<file path="src/hw/rtl/assert_macros.svh">
// Assertion helpers for the RTL.
`ifndef ASSERT_MACROS_SVH
`define ASSERT_MACROS_SVH

// Checked on every rising edge, idle while reset is asserted.
`define RQS_ASSERT(lbl, clk, rst_n, prop, msg) \
    lbl: assert property (@(posedge clk) disable iff (!(rst_n)) (prop)) else $error(msg);

// Checked on every rising edge, including during reset.
`define RQS_ASSERT_ALWAYS(lbl, clk, prop, msg) \
    lbl: assert property (@(posedge clk) (prop)) else $error(msg);

`endif

</file>
<file path="src/hw/rtl/rqs_pkg.sv">
`default_nettype none

package rqs_pkg;

    localparam int QDEPTH = 64;
    localparam int AW     = $clog2(QDEPTH);
    localparam int CW     = $clog2(QDEPTH + 1);

    localparam logic [2:0] KIND_PAINT = 3'd4;
    localparam logic [2:0] KIND_ASSEM = 3'd5;

    // marks bit positions
    localparam int MARK_PAINT = 0;
    localparam int MARK_ASSEM = 1;
    localparam int MARK_QA    = 2;
    localparam int MARK_PRIO  = 3;

    typedef enum logic [1:0] {
        CMD_APPEND      = 2'd0,
        CMD_REMOVE_ID   = 2'd1,
        CMD_REMOVE_HEAD = 2'd2,
        CMD_QUERY       = 2'd3
    } t_cmd;

    typedef enum logic [1:0] {
        ST_OK        = 2'd0,
        ST_FULL      = 2'd1,
        ST_EMPTY     = 2'd2,
        ST_NOT_FOUND = 2'd3
    } t_status;

    typedef enum logic [2:0] {
        S_IDLE,
        S_SEARCH,
        S_SHIFT,
        S_SCAN,
        S_DONE
    } t_state;

    typedef struct packed {
        t_cmd        cmd;
        logic [15:0] gift_id;
        logic [2:0]  gift_kind;
        logic        painting_done;
        logic        assembly_done;
        logic        qa_done;
        logic        priority_flag;
    } t_in_word;

    typedef struct packed {
        t_status     status;
        logic [6:0]  fill_level;
        logic        ready_found;
        logic [15:0] ready_id;
        logic [6:0]  awaiting_qa;
    } t_out_word;

    typedef struct packed {
        logic [15:0] id;
        logic [2:0]  kind;
        logic [3:0]  marks;
    } t_entry;

    typedef struct packed {
        logic          we;
        logic [AW-1:0] addr;
        t_entry        data;
    } t_mem_wr;

    typedef struct packed {
        logic clr;
        logic en;
    } t_acc_ctl;

    typedef struct packed {
        logic          prio_found;
        logic [15:0]   prio_id;
        logic          other_found;
        logic [15:0]   small_id;
        logic [CW-1:0] waiting;
    } t_acc_res;

endpackage

`default_nettype wire

</file>
<file path="src/hw/rtl/ready_item_queue_scheduler.sv">
// Command time is set by the one read port of the entry memory, which the
//   search, shift and scan passes walk one entry a cycle.
// Throughput: one word at a time; the next is taken once the result is in the output register.
// Reset (sync, active low): queue empty, limit 64, no output pending; the
//   entry memory is not cleared and needs no clearing pass.
`default_nettype none

module ready_item_queue_scheduler (
    input  wire logic               i_clk,
    input  wire logic               i_rst_n,
    // config
    input  wire logic               i_cfg_we,
    input  wire logic [6:0]         i_cfg_data,
    // command words
    input  wire logic               i_in_valid,
    output logic                    o_in_stall,
    input  wire rqs_pkg::t_in_word  i_in_word,
    // result words
    output logic                    o_out_valid,
    input  wire logic               i_out_stall,
    output rqs_pkg::t_out_word      o_out_word
);
    import rqs_pkg::*;

    // Sequencer state
    t_state        r_state,   n_state;
    logic [CW-1:0] r_ptr,     n_ptr;     // next read address
    logic [CW-1:0] r_dptr,    n_dptr;    // address of data now on the read port
    logic          r_vld,     n_vld;     // read data valid
    logic [CW-1:0] r_fill,    n_fill;
    logic [6:0]    r_lim;
    logic [15:0]   r_id,      n_id;
    t_status       r_status,  n_status;
    logic          r_out_vld, n_out_vld;
    t_out_word     r_out,     n_out;

    t_mem_wr       mem_wr;
    t_entry        mem_rdata;
    t_acc_ctl      acc_ctl;
    t_acc_res      acc_res;
    t_entry        in_entry;

    logic          accept;
    logic          issue;
    logic [CW-1:0] eff_lim;
    logic [CW-1:0] wr_idx;

    rqs_mem u_mem (
        .i_clk   (i_clk),
        .i_wr    (mem_wr),
        .i_raddr (r_ptr[AW-1:0]),
        .o_rdata (mem_rdata)
    );

    rqs_acc u_acc (
        .i_clk   (i_clk),
        .i_rst_n (i_rst_n),
        .i_ctl   (acc_ctl),
        .i_entry (mem_rdata),
        .o_res   (acc_res)
    );

    assign o_in_stall  = (r_state != S_IDLE);
    assign accept      = i_in_valid && !o_in_stall;
    assign o_out_valid = r_out_vld;
    assign o_out_word  = r_out;

    // Limit of zero or above depth means full depth
    assign eff_lim = ((r_lim == 7'd0) || (CW'(r_lim) > CW'(QDEPTH))) ?
                     CW'(QDEPTH) : CW'(r_lim);

    assign in_entry.id    = i_in_word.gift_id;
    assign in_entry.kind  = i_in_word.gift_kind;
    assign in_entry.marks = {i_in_word.priority_flag, i_in_word.qa_done,
                             i_in_word.assembly_done, i_in_word.painting_done};

    assign issue  = r_ptr < r_fill;
    assign wr_idx = r_dptr - CW'(1);

    // accumulator is held clear outside the scan pass and the result hand-off
    assign acc_ctl.clr = (r_state != S_SCAN) && (r_state != S_DONE);
    assign acc_ctl.en  = (r_state == S_SCAN) && r_vld;

    always_comb begin
        n_state   = r_state;
        n_ptr     = r_ptr;
        n_dptr    = r_ptr;
        n_vld     = 1'b0;
        n_fill    = r_fill;
        n_id      = r_id;
        n_status  = r_status;
        n_out     = r_out;
        n_out_vld = r_out_vld && i_out_stall;

        mem_wr.we   = 1'b0;
        mem_wr.addr = r_fill[AW-1:0];
        mem_wr.data = in_entry;

        unique case (r_state)
            S_IDLE: begin
                if (accept) begin
                    n_id     = i_in_word.gift_id;
                    n_status = ST_OK;
                    n_ptr    = '0;
                    n_state  = S_SCAN;
                    unique case (i_in_word.cmd)
                        CMD_APPEND: begin
                            if (r_fill >= eff_lim) begin
                                n_status = ST_FULL;
                            end else begin
                                mem_wr.we = 1'b1;
                                n_fill    = r_fill + CW'(1);
                            end
                        end
                        CMD_REMOVE_ID: begin
                            if (r_fill == '0) begin
                                n_status = ST_EMPTY;
                            end else begin
                                n_state = S_SEARCH;
                            end
                        end
                        CMD_REMOVE_HEAD: begin
                            if (r_fill == '0) begin
                                n_status = ST_EMPTY;
                            end else begin
                                n_ptr   = CW'(1);
                                n_state = S_SHIFT;
                            end
                        end
                        CMD_QUERY: begin
                            n_state = S_SCAN;
                        end
                        default: begin
                            n_state = S_SCAN;
                        end
                    endcase
                end
            end

            S_SEARCH: begin
                if (issue) begin
                    n_ptr = r_ptr + CW'(1);
                    n_vld = 1'b1;
                end
                if (r_vld && (mem_rdata.id == r_id)) begin
                    // first match: close the gap from here
                    n_ptr   = r_dptr + CW'(1);
                    n_vld   = 1'b0;
                    n_state = S_SHIFT;
                end else if (!r_vld && !issue) begin
                    n_status = ST_NOT_FOUND;
                    n_ptr    = '0;
                    n_state  = S_SCAN;
                end
            end

            S_SHIFT: begin
                if (issue) begin
                    n_ptr = r_ptr + CW'(1);
                    n_vld = 1'b1;
                end
                if (r_vld) begin
                    mem_wr.we   = 1'b1;
                    mem_wr.addr = wr_idx[AW-1:0];
                    mem_wr.data = mem_rdata;
                end else if (!issue) begin
                    n_fill  = r_fill - CW'(1);
                    n_ptr   = '0;
                    n_state = S_SCAN;
                end
            end

            S_SCAN: begin
                if (issue) begin
                    n_ptr = r_ptr + CW'(1);
                    n_vld = 1'b1;
                end
                if (!r_vld && !issue) begin
                    n_state = S_DONE;
                end
            end

            S_DONE: begin
                if (!r_out_vld || !i_out_stall) begin
                    n_out_vld            = 1'b1;
                    n_out.status         = r_status;
                    n_out.fill_level     = r_fill;
                    n_out.ready_found    = acc_res.prio_found || acc_res.other_found;
                    n_out.ready_id       = acc_res.prio_found  ? acc_res.prio_id  :
                                           acc_res.other_found ? acc_res.small_id : 16'd0;
                    n_out.awaiting_qa    = acc_res.waiting;
                    n_state              = S_IDLE;
                end
            end

            default: begin
                n_state = S_IDLE;
            end
        endcase
    end

    always_ff @(posedge i_clk) begin
        if (!i_rst_n) begin
            r_state   <= S_IDLE;
            r_ptr     <= '0;
            r_dptr    <= '0;
            r_vld     <= 1'b0;
            r_fill    <= '0;
            r_out_vld <= 1'b0;
        end else begin
            r_state   <= n_state;
            r_ptr     <= n_ptr;
            r_dptr    <= n_dptr;
            r_vld     <= n_vld;
            r_fill    <= n_fill;
            r_out_vld <= n_out_vld;
        end
    end

    always_ff @(posedge i_clk) begin
        if (!i_rst_n) begin
            r_lim <= 7'd64;
        end else if (i_cfg_we) begin
            r_lim <= i_cfg_data;
        end
    end

    // payload
    always_ff @(posedge i_clk) begin
        r_id     <= n_id;
        r_status <= n_status;
        r_out    <= n_out;
    end

`include "assert_macros.svh"

    `RQS_ASSERT(a_fill_bound, i_clk, i_rst_n, r_fill <= CW'(QDEPTH), "fill above depth")
    `RQS_ASSERT(a_out_from_done, i_clk, i_rst_n, $rose(r_out_vld) |-> $past(r_state == S_DONE), "result without finished pass")
    `RQS_ASSERT(a_fill_change, i_clk, i_rst_n, !$stable(r_fill) |-> ($past(accept) || $past(r_state == S_SHIFT)), "fill moved outside append or shift")
    `RQS_ASSERT(a_shift_addr, i_clk, i_rst_n, (r_state == S_SHIFT && r_vld) |-> (r_dptr != '0 && r_dptr < r_fill), "shift write out of range")

endmodule

`default_nettype wire

</file>
<file path="src/hw/rtl/rqs_mem.sv">
`default_nettype none

module rqs_mem (
    input  wire logic                      i_clk,
    input  wire rqs_pkg::t_mem_wr          i_wr,
    input  wire logic [rqs_pkg::AW-1:0]    i_raddr,
    output rqs_pkg::t_entry                o_rdata
);
    import rqs_pkg::*;

    t_entry r_mem [QDEPTH];
    t_entry r_rdata;

    always_ff @(posedge i_clk) begin
        if (i_wr.we) begin
            r_mem[i_wr.addr] <= i_wr.data;
        end
        r_rdata <= r_mem[i_raddr];
    end

    assign o_rdata = r_rdata;

endmodule

`default_nettype wire

</file>
<file path="src/hw/rtl/rqs_acc.sv">
`default_nettype none

// Per-entry accumulate: waiting-QA count, first priority pick, smallest other ID.
module rqs_acc (
    input  wire logic              i_clk,
    input  wire logic              i_rst_n,
    input  wire rqs_pkg::t_acc_ctl i_ctl,
    input  wire rqs_pkg::t_entry   i_entry,
    output rqs_pkg::t_acc_res      o_res
);
    import rqs_pkg::*;

    t_acc_res r_res;
    t_acc_res n_res;
    logic     kind_45;
    logic     elig;
    logic     smaller;

    always_comb begin
        kind_45 = (i_entry.kind == KIND_PAINT) || (i_entry.kind == KIND_ASSEM);
        elig    = i_entry.marks[MARK_QA] &&
                  (((i_entry.kind == KIND_PAINT) && i_entry.marks[MARK_PAINT]) ||
                   ((i_entry.kind == KIND_ASSEM) && i_entry.marks[MARK_ASSEM]));
        smaller = i_entry.id < r_res.small_id;

        n_res = r_res;
        if (i_ctl.clr) begin
            n_res = '0;
        end else if (i_ctl.en) begin
            if (kind_45 && !i_entry.marks[MARK_QA]) begin
                n_res.waiting = r_res.waiting + CW'(1);
            end
            if (elig) begin
                if (i_entry.marks[MARK_PRIO]) begin
                    if (!r_res.prio_found) begin
                        n_res.prio_found = 1'b1;
                        n_res.prio_id    = i_entry.id;
                    end
                end else if (!r_res.other_found || smaller) begin
                    n_res.other_found = 1'b1;
                    n_res.small_id    = i_entry.id;
                end
            end
        end
    end

    always_ff @(posedge i_clk) begin
        if (!i_rst_n) begin
            r_res <= '0;
        end else begin
            r_res <= n_res;
        end
    end

    assign o_res = r_res;

endmodule

`default_nettype wire
</file>
<file path="config.mk">
export PLATFORM = sky130hd
export DESIGN_NAME = ready_item_queue_scheduler
export DESIGN_NICKNAME = d
export VERILOG_FILES = /design/src/hw/rtl/rqs_pkg.sv /design/src/hw/rtl/ready_item_queue_scheduler.sv /design/src/hw/rtl/rqs_mem.sv /design/src/hw/rtl/rqs_acc.sv
export VERILOG_INCLUDE_DIRS = /design/src /design/src/hw/rtl
export SDC_FILE = /design/constraint.sdc
export NUM_CORES = 2
export LEC_CHECK = 0
export BUFFER_PORTS_ARGS = -buffer_cell sky130_fd_sc_hd__buf_2
export CORE_MARGIN = 1
export CORE_UTILIZATION = 61
export DETAILED_ROUTE_END_ITERATION = 6
export GPL_TIMING_DRIVEN = 0
export MAX_ROUTING_LAYER = met4
export PLACE_DENSITY = 0.77
export SLEW_MARGIN = 0
export SYNTH_ARGS = -nofsm -noshare
export SYNTH_HDL_FRONTEND = slang
export SYNTH_SLANG_ARGS = --single-unit
export TNS_END_PERCENT = 1
</file>
<file path="constraint.sdc">
create_clock -name i_clk -period 4.4 [get_ports i_clk]
set_clock_uncertainty 0.15 [all_clocks]
set_input_delay 0.22 -clock i_clk [delete_from_list [all_inputs] [get_ports i_clk]]
set_output_delay 0.22 -clock i_clk [all_outputs]
set_load 0.01 [all_outputs]
</file>
== After elaboration in Yosys (flattened, before gate mapping) ==
Memory sizes are Yosys's and may differ from the RTL's. A register that Yosys moved wholly into a read port is not among the register bits.
Cells that the tools add are included.
Widths: inputs -> output; s select.

* Memories kept: 1
* Output and inout port bits: 35
* Logic and storage cells: 147
* Bits in registers: 125
* Memory bits (writable): 1472

{| class="wikitable"
|+ Memory list
! memory !! depth !! width !! rd ports !! clocked after Yosys merged registers in !! write ports !! RTL line !! RTL
|-
| u_mem.r_mem || 64 || 23 || 1 || 1 || 1 || rqs_mem.sv:11 || <nowiki>t_entry r_mem [QDEPTH];</nowiki>
|}

* Bitwise logic cells: 3
* $lt $le $gt $ge: 4
* Reductions and logical operators: 44
* Equal/unequal tests: 21
* Mux-type cells: 49
* Add/sub/neg operators: 6

{| class="wikitable"
|+ Operator list
! cell !! number
|-
| $mux 7 || 12
|-
| $mux 16 || 2
|-
| $mux 30 || 1
|-
| $mux 29 || 1
|-
| $add 7x1->7 const B || 4
|-
| $pmux 7 s4 || 1
|-
| $mux 3 || 7
|-
| $eq 16x16->1 || 1
|-
| $lt 16x16->1 || 1
|-
| $pmux 3 s5 || 1
|-
| $logic_not 7->1 || 2
|-
| $ne 2x2->1 const B || 7
|-
| $pmux 7 s2 || 1
|-
| $mux 1 || 13
|-
| $pmux 2 s2 || 3
|-
| $reduce_and 4->1 || 3
|-
| $reduce_and 6->1 || 2
|-
| $logic_and 1x1->1 || 10
|-
| $mux 2 || 5
|-
| $eq 3x3->1 const B || 3
|-
| $reduce_and 2->1 || 4
|-
| $ge 7x7->1 || 1
|-
| $gt 7x7->1 const B || 1
|-
| $logic_not 1->1 || 7
|-
| 20 further kinds || 34
|}

== Logic depth before layout (Yosys ltp) ==
* Depth in word-level cells: 10
* Mapped depth: 12
* Gate-level depth less buffers: 11

== Hierarchy ==
A second synthesis with hierarchy kept.

* Cell total of the unflattened synthesis: 3084
* Area total of the unflattened synthesis: 63293.2 um^2

{| class="wikitable"
|+ By module, submodules not included
! module !! seq. area each (um^2) !! times used !! cells each !! area each (um^2)
|-
| rqs_mem || 44662.8 || 1 || 2446 || 56710.6
|-
| ready_item_queue_scheduler || 2192.1 || 1 || 422 || 4561.9
|-
| rqs_acc || 820.8 || 1 || 216 || 2020.7
|}

== Worst setup path after synthesis ==
OpenSTA, ideal clock, no wires.

* Path type: reg-to-reg
* Start: register r_state[0]
* End: memory u_mem.r_mem[39][0] in the netlist's numbering (enable)
* Cell stages (with the launch flop): 7
* Path slack: 0.419 ns
* Required time: 3.847 ns
* Period minus slack after synthesis: 3.981 ns
* Path buffers: 1
* Arrival: 3.428 ns
* Cells stage by stage: dfxtp_1 > or3_1 > nor2_1 > nand3_1 > o31a_1 > clkbuf_1 > nor2_1

* Cells in the longest elaborated chain, start to end: 7

{| class="wikitable"
|+ Ends and longest elaborated chain
! element !! RTL line !! RTL
|-
| start: declaration || ready_item_queue_scheduler.sv:26 || <nowiki>t_state r_state, n_state;</nowiki>
|-
| start signal: assignment || ready_item_queue_scheduler.sv:211 || <nowiki>r_state <= n_state;</nowiki>
|-
| $reduce_bool 3->1 || ready_item_queue_scheduler.sv:63 || <nowiki>assign o_in_stall = (r_state != S_IDLE);</nowiki>
|-
| via o_in_stall || ready_item_queue_scheduler.sv:16 || <nowiki>output logic o_in_stall,</nowiki>
|-
| $logic_not 1->1 || ready_item_queue_scheduler.sv:64 || <nowiki>assign accept = i_in_valid && !o_in_stall;</nowiki>
|-
| $logic_and 1x1->1 || ready_item_queue_scheduler.sv:64 ||
|-
| $mux 1 || ready_item_queue_scheduler.sv:101 || <nowiki>if (accept) begin</nowiki>
|-
| $pmux 1 s2 || ready_item_queue_scheduler.sv:99 || <nowiki>unique case (r_state)</nowiki>
|-
| $mux 1 || rqs_mem.sv:15 || <nowiki>if (i_wr.we) begin</nowiki>
|-
| $mux 1 (implied by the code) || rqs_mem.sv:16 || <nowiki>r_mem[i_wr.addr] <= i_wr.data;</nowiki>
|-
| end: declaration || rqs_mem.sv:11 ||
|}

The timed path passes the listed nets, and every way through them passes these cells.

==> out/metrics.csv <==
stage,metric,value,unit
status,status,"finished, violations left",
status,violations in the final reports,negative setup slack,
clock_tree,Num CTS Buffers,156,
critical_path,R2R Path Start,n_dptr[1]$_SDFFE_PN0P_,
synthesis,Syn Area/Cell,21.3,um2
critical_path,Reg2Reg Depth,7,
layout,share of cells above drive strength 1,29.7,%
synthesis,complex-gate fraction of the synthesized area,1.51,%
timing,Tmin final,4.50,ns
power_and_ir_drop,clock share of power,35.9,%
placement,Detailed Place HPWL,104000,um
synthesis,async set-reset flop share out of synthesis,0,%
timing,Worst-Margin Slew,1.16,ns
critical_path,R2R Setup Slk,-0.10,ns
critical_path,Critical Path RT,4.88,ns
timing,worst hold margin,0.0291,ns
power_and_ir_drop,Internal,0.0271,W
power_and_ir_drop,PD cells,504,nW/um2
power_and_ir_drop,sequential fraction of design power,48.6,%
critical_path,Critical R2R Capture,u_mem.o_rdata[7]$_DFF_P_,
power_and_ir_drop,Peak VDD IR,0.354,mV
global_routing,first-pass GRT wire length,241000,um
synthesis,#FFs+latches synth,1620,
layout,final net count,3405,
floorplanning,Starting Density,61.8,%
synthesis,most frequent cell after synthesis,edfxtp_1,
drt,DRC,0,
timing,Final Hold Fails,0,
timing,Tcrit/Tclk final,102,%
drt,routed wire length,174000,um
floorplanning,Core Rows,117,
global_routing,vias in the first global route,33200,
timing,setup repair after global routing missed its margin,true,
global_routing,total congestion overflow,0,
global_routing,pin count of the biggest net entering global routing,65,
synthesis,Post-Synthesis Cell Area,63300,um2
synthesis,Yosys warning total,0,
drt,Initial DRC Count,5119,
synthesis,number of enable flip-flop cells after synthesis,1523,
global_routing,met1 usage in global routing,45.7,%
synthesis,Post-Synth Simple-Gate Area,2.67,%
clock_tree,H-tree Lvls,4,
layout,"Area growth, synth to finish",14.7,%
drt,ANT nets after route,0,
power_and_ir_drop,Comb power frac,15.5,%
synthesis,Post-Synthesis Cells,2967,
drt,routed length per instance,36.0,um
critical_path,Worst Setup Start Kind,flip-flop,
power_and_ir_drop,P_leak,22.2,nW
floorplanning,core area,102000,um2
clock_tree,Clock transition at path regs,0.06,ns
global_routing,initial antenna violation count,6,
timing,Final setup viols,2,
global_routing,grt met2 use,52.3,%
floorplanning,Die Ht,324,um
worst_hold_path,Hold Crit Depth,2,
synthesis,commonest cells in the synthesized netlist,"edfxtp_1, mux4_2, nand2_1",
clock_tree,clock buffer depth,3,
placement,RePlAce Congestion,0.990,
critical_path,CP startpoint,n_dptr[1]$_SDFFE_PN0P_,
drt,router iterations before antenna repair,6,
clock_tree,# clock sinks,1620,
synthesis,"Seq/Total Area, Yosys",75.3,%
synthesis,post-synth net total,3047,
critical_path,critical path type,reg2reg,
clock_tree,CTS root buffer,clkbuf_16,
placement,placed cell area,66700,um2
synthesis,post-synthesis adder-cell area fraction,0.862,%
floorplanning,width of the die,324,um
synthesis,fraction of synthesized area in multiplexers,17.9,%
global_routing,global routing usage on met3,8.87,%
clock_tree,worst skew pair latency,0.78,ns
floorplanning,I/O pin total,72,
layout,fillers,5708,
power_and_ir_drop,switching part of the total,25.9,%
timing,Max Freq,222,MHz
layout,post-layout instance area,72600,um2
synthesis,"area leader, netlist",edfxtp_1,
critical_path,crit end category,flip-flop,
timing,Worst slew margin,22.3,%
global_routing,global-route usage over all layers,34.6,%
critical_path,worst setup path endpoint,u_mem.o_rdata[7]$_DFF_P_,
synthesis,Netlist cell types,65,
placement,Port Buffer Count,70,
synthesis,main flop type after synthesis,edfxtp_1,
drt,via-per-instance ratio,6.99,
synthesis,largest family of logic cells by synthesized area,multiplexers,
synthesis,largest cells by area after synthesis,"edfxtp_1, mux4_2, dfxtp_1, mux2i_1, nand2_1",
worst_hold_path,Hold/Removal Path Class,in2reg,
run,max cap viols,0,
timing,Slew Limit Fails,0,
floorplanning,die area,105000,um2
synthesis,XOR/XNOR Fraction of Synth Area,0.484,%
global_routing,"Most Used Layer, Global Route",met2,
power_and_ir_drop,Sw Pwr,0.00947,W
timing,final worst setup slack,-0.101,ns
synthesis,Synth top area share,72.3,%
drt,Vias,33700,
critical_path,crit path max fanout,10,
critical_path,WP data arrival,4.98,ns
clock_tree,TritonCTS clock tree,done,
==> critical path, stage by stage (launching register included) <==
cell      delay (ns)
dfxtp_1         0.37
clkbuf_1        0.60
clkbuf_1        0.58
clkbuf_1        0.85
mux4_2          0.45
mux4_2          0.60
mux2i_1         0.63
o21ai_1         0.11
==> logic make-up (layout without fill, tap and decap cells) <==
| logic type | after synthesis | count (layout) |
|---|---|---|
| DFF | 1620 | 1620 |
| xor gates and xnor gates | 35 | 35 |
| AOI/OAI and AO/OA | 147 | 147 |
| muxes | 552 | 552 |
| other | 0 | 4 |
| adders and majority gates | 43 | 43 |
| and+or+nand+nor | 382 | 404 |
| buffers and inverters | 188 | 650 |
==> layout make-up <==
cell class	instances	area (um2)	area share [%]
Sequential cell	1620	47700	65.7
Multi-Input combinational cell	1181	15500	21.4
Clock buffer	194	4150	5.72
Timing Repair Buffer	178	1890	2.61
Tap cell	1368	1710	2.36
Clock inverter	90	774	1.07
Buffer	149	678	0.934
Inverter	39	146	0.202
Antenna cell	4	10.0	0.0138
==> per-stage QoR <==
stage	utilization [%]	power, W	std cells	setup slack (ns)	TNS, ns
2_1_floorplan	-	0.0214	2967	0.419	0
3_3_place_gp	63.9	0.0232	4405	-1.88	-2386.43
3_5_place_dp	65.2	0.0235	4453	-0.646	-312.18
4_1_cts	70.6	0.0364	4791	0.0212	0
5_1_grt	70.9	0.0374	4821	-0.0666	-4.58
6_report	70.9	0.0366	4823	-0.101	-0.107
==> placed cells by master (no fill, tap or decap), drive strengths merged, types with 54 or more instances in the layout <==
| cell | count |
|---|---|
| clkinv | 66 |
| nor2 | 155 |
| o21ai | 54 |
| nand2 | 145 |
| dfxtp | 97 |
| buf | 223 |
| edfxtp | 1523 |
| mux4 | 460 |
| clkbuf | 262 |
| mux2i | 68 |
==> state kept, by name (all words and copies together) (netlist names) <==
signal and count:
n_dptr 7, o_out_valid 1, o_out_word 33, r_dptr 7, r_fill 7, r_id 16
r_lim 7, r_state 3, r_status 2, r_vld 1, u_acc.o_res 41, u_mem.o_rdata 23
u_mem.r_mem 1472
==> metal layers <==
metal  part of all wire (%)  vias up
met3                     13      495
met1                     36    17500
met4                    4.5        0
met2                     47     2702
li1                       -    13000
met5                      0        -
==> timing repair <==
item                                   4_1_cts  5_1_grt
pin swaps                                   16       23
endpoints found under the hold margin      143        0
setup endpoints to repair                  908      833
gates resized for setup                     21       26
cloned                                       9       13
hold buffers                                36        0
buffers inserted                             9       15
==> worst min-delay path by stage <==
stage	from	to	slack (ns)
global placement	i_in_word[15]	r_id[8]$_DFFE_PP_	0.26
global route	i_in_word[9]	r_id[2]$_DFFE_PP_	0.04
finish	i_in_word[15]	r_id[8]$_DFFE_PP_	0.03
floorplan	i_in_word[7]	r_id[0]$_DFFE_PP_	0.17
detailed placement	r_status[0]$_SDFFCE_PP1P_	o_out_word[31]$_DFFE_PP_	0.26
CTS	i_in_word[16]	r_id[9]$_DFFE_PP_	0.0008
==> power by group through the flow <==
| stage | sequential (W) | combinational (W) | clock, W |
|---|---|---|---|
| 4_1_cts | 0.0177 | 0.00555 | 0.0132 |
| 3_5_place_dp | 0.0181 | 0.00540 | 0 |
| 3_3_place_gp | 0.0182 | 0.00501 | 0 |
| 6_report | 0.0178 | 0.00568 | 0.0131 |
| 2_1_floorplan | 0.0180 | 0.00342 | 0 |
| 5_1_grt | 0.0178 | 0.00592 | 0.0137 |
No activity file was read; power rests on OpenSTA's default activity.
